[src/sv/dwi_pkg.sv]
package dwi_pkg;

    // Defaults for the top-level parameters
    localparam int DEPTH_DEF      = 64;
    localparam int DATA_WIDTH_DEF = 32;

    // Fixed field widths on the stream ports
    localparam int OP_W    = 3;
    localparam int VALUE_W = 32;
    localparam int DATA_W  = 32;
    localparam int COUNT_W = 7;

    // Packed widths (tdata rounded up to whole bytes)
    localparam int S_TDATA_W = ((OP_W + VALUE_W + 7) / 8) * 8;
    localparam int M_TDATA_W = ((DATA_W + COUNT_W + 7) / 8) * 8;
    localparam int M_TUSER_W = 2;

    typedef enum logic [OP_W-1:0] {
        OP_PUSH_BACK  = 3'd0,
        OP_PUSH_FRONT = 3'd1,
        OP_POP_BACK   = 3'd2,
        OP_POP_FRONT  = 3'd3,
        OP_PEEK_FRONT = 3'd4,
        OP_ITERATE    = 3'd5,
        OP_ITER_RESET = 3'd6
    } t_op;

    // Per-word result flags, control to output stage
    typedef struct packed {
        logic rd_valid;
        logic overflow;
    } t_res_flags;

endpackage

[src/sv/dwi_mem.sv]
module dwi_mem
    import dwi_pkg::*;
#(
    parameter int DEPTH = DEPTH_DEF,
    parameter int WIDTH = DATA_WIDTH_DEF
) (
    input  logic                     i_clk,
    input  logic                     i_wr_en,
    input  logic [$clog2(DEPTH)-1:0] i_wr_addr,
    input  logic [WIDTH-1:0]         i_wr_data,
    input  logic                     i_rd_en,
    input  logic [$clog2(DEPTH)-1:0] i_rd_addr,
    output logic [WIDTH-1:0]         o_rd_data
);

    logic [WIDTH-1:0] r_mem [DEPTH];
    logic [WIDTH-1:0] r_rd_data;

    always_ff @(posedge i_clk) begin
        if (i_wr_en) begin
            r_mem[i_wr_addr] <= i_wr_data;
        end
    end

    always_ff @(posedge i_clk) begin
        if (i_rd_en) begin
            r_rd_data <= r_mem[i_rd_addr];
        end
    end

    assign o_rd_data = r_rd_data;

endmodule

[src/sv/dwi_ctrl.sv]
module dwi_ctrl
    import dwi_pkg::*;
#(
    parameter int DEPTH = DEPTH_DEF,
    parameter int WIDTH = DATA_WIDTH_DEF,
    localparam int AW   = $clog2(DEPTH),
    localparam int CW   = $clog2(DEPTH + 1)
) (
    input  logic               i_clk,
    input  logic               i_rst_n,
    input  logic               i_en,
    input  t_op                i_op,
    input  logic [VALUE_W-1:0] i_value,
    output logic               o_wr_en,
    output logic [AW-1:0]      o_wr_addr,
    output logic [WIDTH-1:0]   o_wr_data,
    output logic               o_rd_en,
    output logic [AW-1:0]      o_rd_addr,
    output t_res_flags         o_flags,
    output logic [CW-1:0]      o_count
);

    localparam logic [CW:0]   DEPTH_S = (CW+1)'(DEPTH);
    localparam logic [CW-1:0] DEPTH_C = CW'(DEPTH);
    localparam logic [AW-1:0] LAST_IX = AW'(DEPTH - 1);

    logic [AW-1:0] r_front, n_front;
    logic [CW-1:0] r_count, n_count;
    logic [AW-1:0] r_cursor, n_cursor;
    logic          r_active, n_active;

    logic [CW:0]   back_sum, last_sum;
    logic [AW-1:0] back_slot, last_slot;
    logic [AW-1:0] front_inc, front_dec, cursor_inc;
    logic [AW:0]   pos;
    logic          full, empty;

    // Ring arithmetic: every sum that is used stays below twice the depth
    always_comb begin
        back_sum  = (CW+1)'(r_front) + (CW+1)'(r_count);
        last_sum  = back_sum - (CW+1)'(1);
        back_slot = (back_sum >= DEPTH_S) ? AW'(back_sum - DEPTH_S) : AW'(back_sum);
        last_slot = (last_sum >= DEPTH_S) ? AW'(last_sum - DEPTH_S) : AW'(last_sum);
        front_inc  = (r_front == LAST_IX) ? '0 : r_front + AW'(1);
        front_dec  = (r_front == '0) ? LAST_IX : r_front - AW'(1);
        cursor_inc = (r_cursor == LAST_IX) ? '0 : r_cursor + AW'(1);
        pos = (r_cursor >= r_front)
            ? (AW+1)'(r_cursor) - (AW+1)'(r_front)
            : (AW+1)'(r_cursor) + (AW+1)'(DEPTH) - (AW+1)'(r_front);
        full  = (r_count == DEPTH_C);
        empty = (r_count == '0);
    end

    always_comb begin
        n_front   = r_front;
        n_count   = r_count;
        n_cursor  = r_cursor;
        n_active  = r_active;
        o_wr_en   = 1'b0;
        o_wr_addr = back_slot;
        o_wr_data = WIDTH'(i_value);
        o_rd_en   = 1'b0;
        o_rd_addr = r_front;
        o_flags   = '0;
        case (i_op)
            OP_PUSH_BACK: begin
                if (full) begin
                    o_flags.overflow = 1'b1;
                end else begin
                    o_wr_en = i_en;
                    n_count = r_count + CW'(1);
                end
            end
            OP_PUSH_FRONT: begin
                if (full) begin
                    o_flags.overflow = 1'b1;
                end else begin
                    n_front   = front_dec;
                    o_wr_en   = i_en;
                    o_wr_addr = front_dec;
                    n_count   = r_count + CW'(1);
                end
            end
            OP_POP_BACK: begin
                if (!empty) begin
                    o_rd_en          = i_en;
                    o_rd_addr        = last_slot;
                    o_flags.rd_valid = 1'b1;
                    if (r_active && r_cursor == last_slot) begin
                        n_active = 1'b0;
                    end
                    n_count = r_count - CW'(1);
                end
            end
            OP_POP_FRONT: begin
                if (!empty) begin
                    o_rd_en          = i_en;
                    o_flags.rd_valid = 1'b1;
                    if (r_active && r_cursor == r_front) begin
                        n_active = 1'b0;
                    end
                    n_front = front_inc;
                    n_count = r_count - CW'(1);
                end
            end
            OP_PEEK_FRONT: begin
                if (!empty) begin
                    o_rd_en          = i_en;
                    o_flags.rd_valid = 1'b1;
                end
            end
            OP_ITERATE: begin
                if (!r_active) begin
                    if (!empty) begin
                        n_cursor         = r_front;
                        n_active         = 1'b1;
                        o_rd_en          = i_en;
                        o_flags.rd_valid = 1'b1;
                    end
                end else if ((CW+1)'(pos) + (CW+1)'(1) < (CW+1)'(r_count)) begin
                    n_cursor         = cursor_inc;
                    o_rd_en          = i_en;
                    o_rd_addr        = cursor_inc;
                    o_flags.rd_valid = 1'b1;
                end else begin
                    n_active = 1'b0;
                end
            end
            OP_ITER_RESET: begin
                n_active = 1'b0;
                n_cursor = '0;
            end
            default: begin
            end
        endcase
        o_count = n_count;
    end

    always_ff @(posedge i_clk) begin
        if (!i_rst_n) begin
            r_front  <= '0;
            r_count  <= '0;
            r_cursor <= '0;
            r_active <= 1'b0;
        end else if (i_en) begin
            r_front  <= n_front;
            r_count  <= n_count;
            r_cursor <= n_cursor;
            r_active <= n_active;
        end
    end

endmodule

[src/sv/deque_with_iterator.sv]
// Bounded double-ended queue of DEPTH words in a ring buffer, with a forward
// iterator. Each input word carries one operation (push back/front, pop
// back/front, peek front, iterate, reset iterator) and produces exactly one
// output word: the data removed, peeked or iterated (zero when not valid), a
// valid flag, the entry count after the operation and an overflow flag for a
// push into a full store (the pushed word is dropped). Iteration starts at the
// front, walks toward the back, returns one invalid word after the back and
// then starts over; popping the entry under the iterator clears it. The output
// word is valid in the cycle after the accept, and one operation is taken
// every cycle while the output is not stalled: index updates and the store
// write or read all happen at the accept edge, and the store's registered
// read port feeds the output stage directly. The store needs no clearing pass
// after reset. The count field is the low 7 bits of the internal count.
module deque_with_iterator
    import dwi_pkg::*;
#(
    parameter int DEPTH      = DEPTH_DEF,
    parameter int DATA_WIDTH = DATA_WIDTH_DEF
) (
    input  logic                 i_clk,
    input  logic                 i_rst_n,
    // slave side
    input  logic                 i_s_tvalid,
    output logic                 o_s_tready,
    input  logic [S_TDATA_W-1:0] i_s_tdata,  // operation[2:0], value[34:3], zero pad
    // master side
    output logic                 o_m_tvalid,
    input  logic                 i_m_tready,
    output logic [M_TDATA_W-1:0] o_m_tdata,  // data[31:0], count[38:32], zero pad
    output logic [M_TUSER_W-1:0] o_m_tuser   // data_valid[0], overflow[1]
);

    localparam int AW = $clog2(DEPTH);
    localparam int CW = $clog2(DEPTH + 1);
    // stored word width: value is kept at DATA_WIDTH bits, never more than the field
    localparam int SW = (DATA_WIDTH < DATA_W) ? DATA_WIDTH : DATA_W;

    logic               accept;
    t_op                op;
    logic [VALUE_W-1:0] value;

    logic          wr_en, rd_en;
    logic [AW-1:0] wr_addr, rd_addr;
    logic [SW-1:0] wr_data, rd_data;
    t_res_flags    flags;
    logic [CW-1:0] count_next;

    // output stage; data word itself sits in the store's read register
    logic               r_ovalid;
    t_res_flags         r_flags;
    logic [COUNT_W-1:0] r_count;
    logic [DATA_W-1:0]  out_data;

    assign o_s_tready = !r_ovalid || i_m_tready;
    assign accept     = i_s_tvalid && o_s_tready;
    assign op         = t_op'(i_s_tdata[OP_W-1:0]);
    assign value      = i_s_tdata[OP_W+VALUE_W-1:OP_W];

    dwi_ctrl #(
        .DEPTH (DEPTH),
        .WIDTH (SW)
    ) u_ctrl (
        .i_clk     (i_clk),
        .i_rst_n   (i_rst_n),
        .i_en      (accept),
        .i_op      (op),
        .i_value   (value),
        .o_wr_en   (wr_en),
        .o_wr_addr (wr_addr),
        .o_wr_data (wr_data),
        .o_rd_en   (rd_en),
        .o_rd_addr (rd_addr),
        .o_flags   (flags),
        .o_count   (count_next)
    );

    // read register only loads on accept, so it holds while the output stalls
    dwi_mem #(
        .DEPTH (DEPTH),
        .WIDTH (SW)
    ) u_mem (
        .i_clk     (i_clk),
        .i_wr_en   (wr_en),
        .i_wr_addr (wr_addr),
        .i_wr_data (wr_data),
        .i_rd_en   (rd_en),
        .i_rd_addr (rd_addr),
        .o_rd_data (rd_data)
    );

    always_ff @(posedge i_clk) begin
        if (!i_rst_n) begin
            r_ovalid <= 1'b0;
        end else if (accept) begin
            r_ovalid <= 1'b1;
        end else if (i_m_tready) begin
            r_ovalid <= 1'b0;
        end
    end

    always_ff @(posedge i_clk) begin
        if (accept) begin
            r_flags <= flags;
            r_count <= COUNT_W'(count_next);
        end
    end

    // invalid results read as zero
    assign out_data   = r_flags.rd_valid ? DATA_W'(rd_data) : '0;
    assign o_m_tvalid = r_ovalid;
    assign o_m_tdata  = M_TDATA_W'({r_count, out_data});
    assign o_m_tuser  = {r_flags.overflow, r_flags.rd_valid};

    // ---------------------------------------------------------------- checks
    a_accept_gives_word: assert property (@(posedge i_clk) disable iff (!i_rst_n)
        accept |=> o_m_tvalid)
        else $error("accepted word produced no output word");

    a_overflow_not_valid: assert property (@(posedge i_clk) disable iff (!i_rst_n)
        o_m_tvalid && o_m_tuser[1] |-> !o_m_tuser[0])
        else $error("overflow word flagged as holding data");

    a_invalid_zero: assert property (@(posedge i_clk) disable iff (!i_rst_n)
        o_m_tvalid && !o_m_tuser[0] |-> o_m_tdata[DATA_W-1:0] == '0)
        else $error("invalid output word carries nonzero data");

endmodule

[config.mk]
export PLATFORM = sky130hd
export DESIGN_NAME = deque_with_iterator
export DESIGN_NICKNAME = d
export VERILOG_FILES = /design/src/sv/dwi_pkg.sv /design/src/sv/dwi_mem.sv /design/src/sv/dwi_ctrl.sv /design/src/sv/deque_with_iterator.sv
export SDC_FILE = /design/constraint.sdc
export NUM_CORES = 2
export LEC_CHECK = 0
export BUFFER_PORTS_ARGS = -buffer_cell sky130_fd_sc_hd__buf_2
export CORE_MARGIN = 1
export CORE_UTILIZATION = 50
export DETAILED_ROUTE_END_ITERATION = 7
export PLACE_DENSITY_LB_ADDON = 0.15
export REMOVE_ABC_BUFFERS = 1
export SLEW_MARGIN = 0
export SYNTH_ARGS = -nofsm -noshare
export SYNTH_HDL_FRONTEND = slang
export SYNTH_HIERARCHICAL = 1
export SYNTH_SLANG_ARGS = --single-unit
export TNS_END_PERCENT = 50
[constraint.sdc]
create_clock -name i_clk -period 6.8 [get_ports i_clk]
set_input_delay 0.34 -clock i_clk [delete_from_list [all_inputs] [get_ports i_clk]]
set_output_delay 0.34 -clock i_clk [all_outputs]
set_load 0.1 [all_outputs]
# Word-level counts from Yosys, hierarchy flattened
# Memories as Yosys holds them, arrays and structs flattened. A register that Yosys moved wholly into a read port is not among the register bits.
# Index checks and enable logic that the tools add are counted.
dict set report totals {
  ff_bits 30
  ramBits 2048
  in_bits 44
  output_inout_bits 44
  word_cells 105
  n_memories 1
}
# name words width read_ports rd_clocked_by_memory_dff write_ports line_no
set memory_table {}
lappend memory_table {u_mem.r_mem 64 32 1 1 1 dwi_mem.sv:16} ;# logic [WIDTH-1:0] r_mem [DEPTH];
dict set report classes {
  add_sub_neg 13
  n_lt_le_gt_ge 4
  n_eq_ne 18
  mux 43
  reduce_logical 18
}
# cell n
set ops {}
lappend ops {{$mux 6} 15}
lappend ops {{$pmux 6 s2} 3}
lappend ops {{$mux 32} 1}
lappend ops {{$mux 7} 3}
lappend ops {{$sub 6x1->6 const B} 3}
lappend ops {{$mux 1} 17}
lappend ops {{$ge 8x7->1 const B} 2}
lappend ops {{$pmux 7 s2} 1}
lappend ops {{$add 6x1->6 const B} 2}
lappend ops {{$eq 6x6->1} 2}
lappend ops {{$eq 6x6->1 const B} 2}
lappend ops {{$eq 3x3->1 const B} 3}
lappend ops {{$add 6x7->8} 1}
lappend ops {{$add 7x1->8 const B} 1}
lappend ops {{$lt 8x7->1} 1}
lappend ops {{$reduce_and 4->1} 2}
lappend ops {{$sub 8x1->8 const B} 1}
lappend ops {{$add 6x7->7 const B} 1}
lappend ops {{$add 7x1->7 const B} 1}
lappend ops {{$eq 7x7->1 const B} 1}
lappend ops {{$logic_not 7->1} 1}
lappend ops {{$sub 6x6->7} 1}
lappend ops {{$sub 7x1->7 const B} 1}
lappend ops {{$sub 7x6->7} 1}
lappend ops {{19 further kinds} 29}

# Longest topological paths before layout
dict set report logic_depth {
  depth_word 9
  mapped_depth 26
  ltp_nobuf 21
}

# By module
# Netlist, hierarchy kept.
# mod instances cells_per_inst area_each_um2 seq_area_each_um2
set modules_own_cells {}
lappend modules_own_cells {dwi_mem 1 3324 78835.6 62459.9}
lappend modules_own_cells {dwi_ctrl 1 437 3337.0 400.4}
lappend modules_own_cells {deque_with_iterator 1 51 588.1 290.3}

# Least setup slack after synthesis
# OpenSTA, ideal clock, no wires.
dict set report synth_path {
  path_type {register to register}
  from {reg u_ctrl.r_front[2]}
  to {reg u_mem.r_rd_data[13] (netlist: u_mem/o_rd_data[13]), read port of u_mem.r_mem (data pin)}
  setup_time_ps 256
  arrival_time_ps 5068
  t_required_ps 6544
  slack_ps 1476
  stages_incl_launch_ff 23
  path_buffers 5
  synth_period_minus_slack_ps 5324
  cell_sequence {dfxtp_1 -> buf_2 -> inv_1 -> ha_1 -> buf_2 -> a21o_1 -> a21o_1 -> a211o_1 -> a211oi_1 -> xnor2_1 -> ha_1 -> a211oi_1 -> o21ai_2 -> a211oi_4 -> a21oi_2 -> a221o_1 -> buf_4 -> buf_6 -> buf_2 -> mux4_2 -> mux4_2 -> o22ai_1 -> nor2_1}
}
dict set report synth_between {
  elab_chain_cells 7
}
# element line_no
set synth_rtl {}
lappend synth_rtl {{start, declared} dwi_ctrl.sv:27} ;# logic [AW-1:0] r_front, n_front;
lappend synth_rtl {{start signal, assigned} dwi_ctrl.sv:146} ;# r_front <= n_front;
lappend synth_rtl {{$sub 7x6->7 (tied with other cells)} dwi_ctrl.sv:49} ;# : (AW+1)'(r_cursor) + (AW+1)'(DEPTH) - (AW+1)'(r_front);
lappend synth_rtl {{$mux 7} dwi_ctrl.sv:48} ;# ? (AW+1)'(r_cursor) - (AW+1)'(r_front)
lappend synth_rtl {{$add 7x1->8} dwi_ctrl.sv:120} ;# end else if ((CW+1)'(pos) + (CW+1)'(1) < (CW+1)'(r_count)) begin
lappend synth_rtl {{$lt 8x7->1} dwi_ctrl.sv:120}
lappend synth_rtl {{$mux 6} dwi_ctrl.sv:120}
lappend synth_rtl {{$mux 6} dwi_ctrl.sv:113} ;# if (!r_active) begin
lappend synth_rtl {{$pmux 6 s2 *} dwi_ctrl.sv:65} ;# case (i_op)
lappend synth_rtl {{via rd_addr[0]} deque_with_iterator.sv:43} ;# logic [AW-1:0] wr_addr, rd_addr;
lappend synth_rtl {{end, declared} dwi_mem.sv:17} ;# logic [WIDTH-1:0] r_rd_data;
# The timed path passes the listed nets; every way through them passes the cells marked *.
# A chain may end at the register's enable or synchronous reset.

# Worst setup path after layout
dict set report layout_path {
  from {reg u_ctrl.r_front[2]}
  to {reg u_mem.r_rd_data[5] (netlist: u_mem/o_rd_data[5]), read port of u_mem.r_mem (data pin)}
}
# Same word-level chain as after synthesis.

==> metrics.cfg <==
[global_route]
grt_use_total = 0.2520
grt_pass1_wl_um = 298200
overflow = 0
grt_max_degree = 65
antenna_found_initial = 8
grt_pass1_vias = 40790

[setup_path]
cp-start-kind = flip-flop
cp.arrival_ns = 7.15
cp_max_fo = 47
critPathKind = flip-flop to flip-flop
cp.required_ns = 7.35
worstReg2RegStart = u_ctrl/r_front[2]
cp-startpoint = u_ctrl/r_front[2]
cp-end-kind = flip-flop

[power]
ir_worst_vdd_v = 0.0002889
power_density_mw_per_mm2 = 300.5
leakage_nw = 28.86

[timing]
hold_viol_final = 0
finalCriticalPeriod_ns = 6.602
report.final.setup_viol = 0
fmax_mhz = 151.5
grt_setup_unrepaired = false
maxSlewHeadroom = 0.1349
worst_slew_pin_slew_ns = 1.298
setup_tns_ns = 0
min_period_over_period = 0.9709
maxSlewViolCount = 0
skew_ns = 0.03460

[cells_and_area]
finalNonFillerCells = 6456
final_layout_size_suffix_gt1_frac = 0.2989
n_fill_cell = 11950
multiInputGateArea_mm2 = 0.01882
register_area_mm2 = 0.06315
final_nets = 4182
final_area_mm2 = 0.09395
areaGrowthSynthToFinish_pct = 13.52
fin_util = 0.5746

[floorplan]
ios = 88
rows = 148
dieArea_mm2 = 0.1672
die_x_um = 408.8
initial_utilization = 0.5061
core_area_mm2 = 0.1635
die_y_um = 408.8

[clock_tree]
cts_setup_buffers = 0
cts_root_buf = clkbuf_16
path_clk_slew_ns = 0.06
htree_levels = 4
numClockSinks = 2110
cts_buffers = 206
cts_tree = done
clk_latency_ns = 0.84
cts_buffer_depth = 3

[synth]
yosys_warnings = 6
syn_area_mm2 = 0.08276
synthesis.instances = 3812
yosysSeqAreaShare = 0.7631
ys_ff_latch = 2110
synthFlopType = edfxtp_1
avgSynthCellArea_um2 = 21.71
synth_cell_types = 90
synth_edf_count = 2089
synthArstFlopShare = 0

[placed_design]
post_dp_cell_area_mm2 = 0.08740
gp_congestion = 0.8251
post-place-cells = 6071
hpwlAfterDp_um = 121700
portBuffers = 81

[drt]
ant_nets = 0
routed_wl_um = 208500
avgViaCountPerCell = 6.324
wl_met2_um = 99080
drc = 0
wl_per_cell_um = 32.29
drtIter0Drc = 4712
drt-met1-wl_um = 89550
met3_length_um = 16130
first_pass_iters = 5
top_layer_used = met5
via_count = 40830

[flow_run]
cap_viol_max_count = 0

[worst_hold_path]
hold_class = input port to flip-flop
min-delay-start = i_s_tdata[16]

[outcome]
status = completed

## layer usage
| metal | global-route usage | up-vias |
|---|---|---|
| met1 | 0.3770 | 22200 |
| met4 | 0.05373 | 6 |
| li1 | - | 16660 |
| met3 | 0.04322 | 272 |
| met2 | 0.3926 | 1692 |
| met5 | 0 | - |
## per-stage QoR
step / hold WS [ns] / setup WS (ns) / power, mW
CTS: 0.007737 / 0.2207 / 28.44
finish: 0.05676 / 0.1982 / 28.23
floorplan: 0.4389 / -20.93 / 17.06
global route: 0.05149 / 0.003503 / 29.03
detailed placement: 0.5118 / 0.2851 / 17.48
global placement: 0.4963 / 0.3185 / 17.46
## power by group
| part | leakage (nW) | switching (mW) | internal [mW] | total [mW] |
|---|---|---|---|---|
| Sequential | 19.0 | 0.0389 | 14.4 | 14.4 |
| Clock | 3.16 | 4.76 | 6.27 | 11.0 |
| Combinational | 6.75 | 1.69 | 1.09 | 2.78 |
## worst paths after layout
check / end / depth (start not counted) / slack (ns)
setup / recovery: u_mem/o_rd_data[5] / 20 / 0.20
hold / removal: u_mem/r_mem[8][13] / 1 / 0.06
setup reg to reg: u_mem/o_rd_data[5] / 20 / 0.20
hold reg to reg: u_ctrl/r_cursor[1] / 2 / 0.65
## cells by family (layout without fill, tap and decap cells)
kind of cell	count (synthesis)	count (layout)	synth area share
AOI/OAI and AO/OA	326	326	0.02720
adders and majority gates	28	28	0.004415
muxes	655	655	0.1615
buffers and inverters	266	733	0.01643
xor gates and xnor gates	28	28	0.003402
other	1	3	0.00004531
DFF	2110	2110	0.7631
and+or+nand+nor	398	398	0.02395
## layout make-up
class,count,area share
Sequential cell,2110,0.6722
Clock inverter,116,0.01131
Timing Repair Buffer,331,0.02845
Antenna cell,2,0.00005327
Inverter,25,0.0009989
Clock buffer,261,0.05773
Tap cell,2175,0.02897
Multi-Input combinational cell,1436,0.2003
## critical path: stages, from the launching register on
cell,delay (ns)
dfxtp_1,0.32
inv_1,0.10
ha_1,0.42
a21o_1,0.19
a21o_1,0.18
a211o_1,0.29
a211oi_1,0.44
xnor2_1,0.15
ha_1,0.30
a211oi_1,0.34
o21ai_2,0.17
a211oi_4,0.55
a21oi_2,0.15
a221o_4,0.66
buf_12,0.30
mux4_2,0.50
mux2i_1,0.30
a21oi_1,0.20
a21oi_1,0.33
buf_4,0.21
nor2_1,0.10
## cells in the mapped netlist (all sizes together) (3+ instances only)
| library cell | instances | area [um2] |
|---|---|---|
| nand4 | 7 | 43.79 |
| a21oi | 82 | 429.2 |
| nor3 | 21 | 105.1 |
| a21o | 6 | 45.04 |
| buf | 151 | 924.7 |
| mux2 | 3 | 33.78 |
| nand2 | 63 | 236.5 |
| o21ai | 22 | 113.9 |
| o22ai | 85 | 531.8 |
| nor3b | 3 | 33.78 |
| clkbuf | 90 | 341.6 |
| a221oi | 5 | 43.79 |
| o21bai | 3 | 22.52 |
| or2 | 5 | 31.28 |
| a41o | 5 | 50.05 |
| edfxtp | 2089 | 62730 |
| nor2 | 161 | 606.8 |
| or3b | 5 | 43.80 |
| xnor2 | 11 | 96.34 |
| a221o | 4 | 42.54 |
| a311oi | 9 | 78.83 |
| o2111ai | 4 | 35.03 |
| xor2 | 15 | 138.9 |
| nand2b | 16 | 107.6 |
| a211oi | 9 | 95.10 |
| dfxtp | 21 | 420.4 |
| nand3b | 8 | 60.06 |
| nand3 | 21 | 105.1 |
| inv | 25 | 93.84 |
| and2 | 40 | 290.3 |
| o32ai | 4 | 35.03 |
| nor2b | 24 | 150.1 |
| a21boi | 8 | 60.06 |
| o211ai | 7 | 57.55 |
| and3 | 12 | 76.33 |
| mux2i | 108 | 1081 |
| a31oi | 8 | 56.30 |
| or3 | 4 | 26.28 |
| o31ai | 3 | 22.52 |
| mux4 | 544 | 12250 |
| ha | 26 | 325.3 |
| o221ai | 30 | 262.8 |
| a22oi | 16 | 120.1 |
## layout by cell type, fill, tap and decap left out, drive strengths merged, types with 63 or more instances in the layout
cell type  instances
clkbuf           261
clkinv            81
mux4             544
nand2             63
o22ai             85
nor2             161
a21oi             82
mux2i            108
edfxtp          2089
buf              325
## state kept, by name, summed over array words and instances, names as in the netlist
signal / count
o_m_tuser: 2
u_mem/r_mem: 2048
u_ctrl/r_front: 6
o_m_tvalid: 1
u_mem/o_rd_data: 32
u_ctrl/r_cursor: 6
u_ctrl/r_count: 7
u_ctrl/r_active: 1
r_count: 7
## timing repair
action / 4_1_cts / 5_1_grt
endpoints found under the setup margin: 0 / 0
resized for setup: 0 / 0
hold buffers: 6 / 0
hold endpoints to repair: 25 / 0
Power figures use the tool's default switching activity.
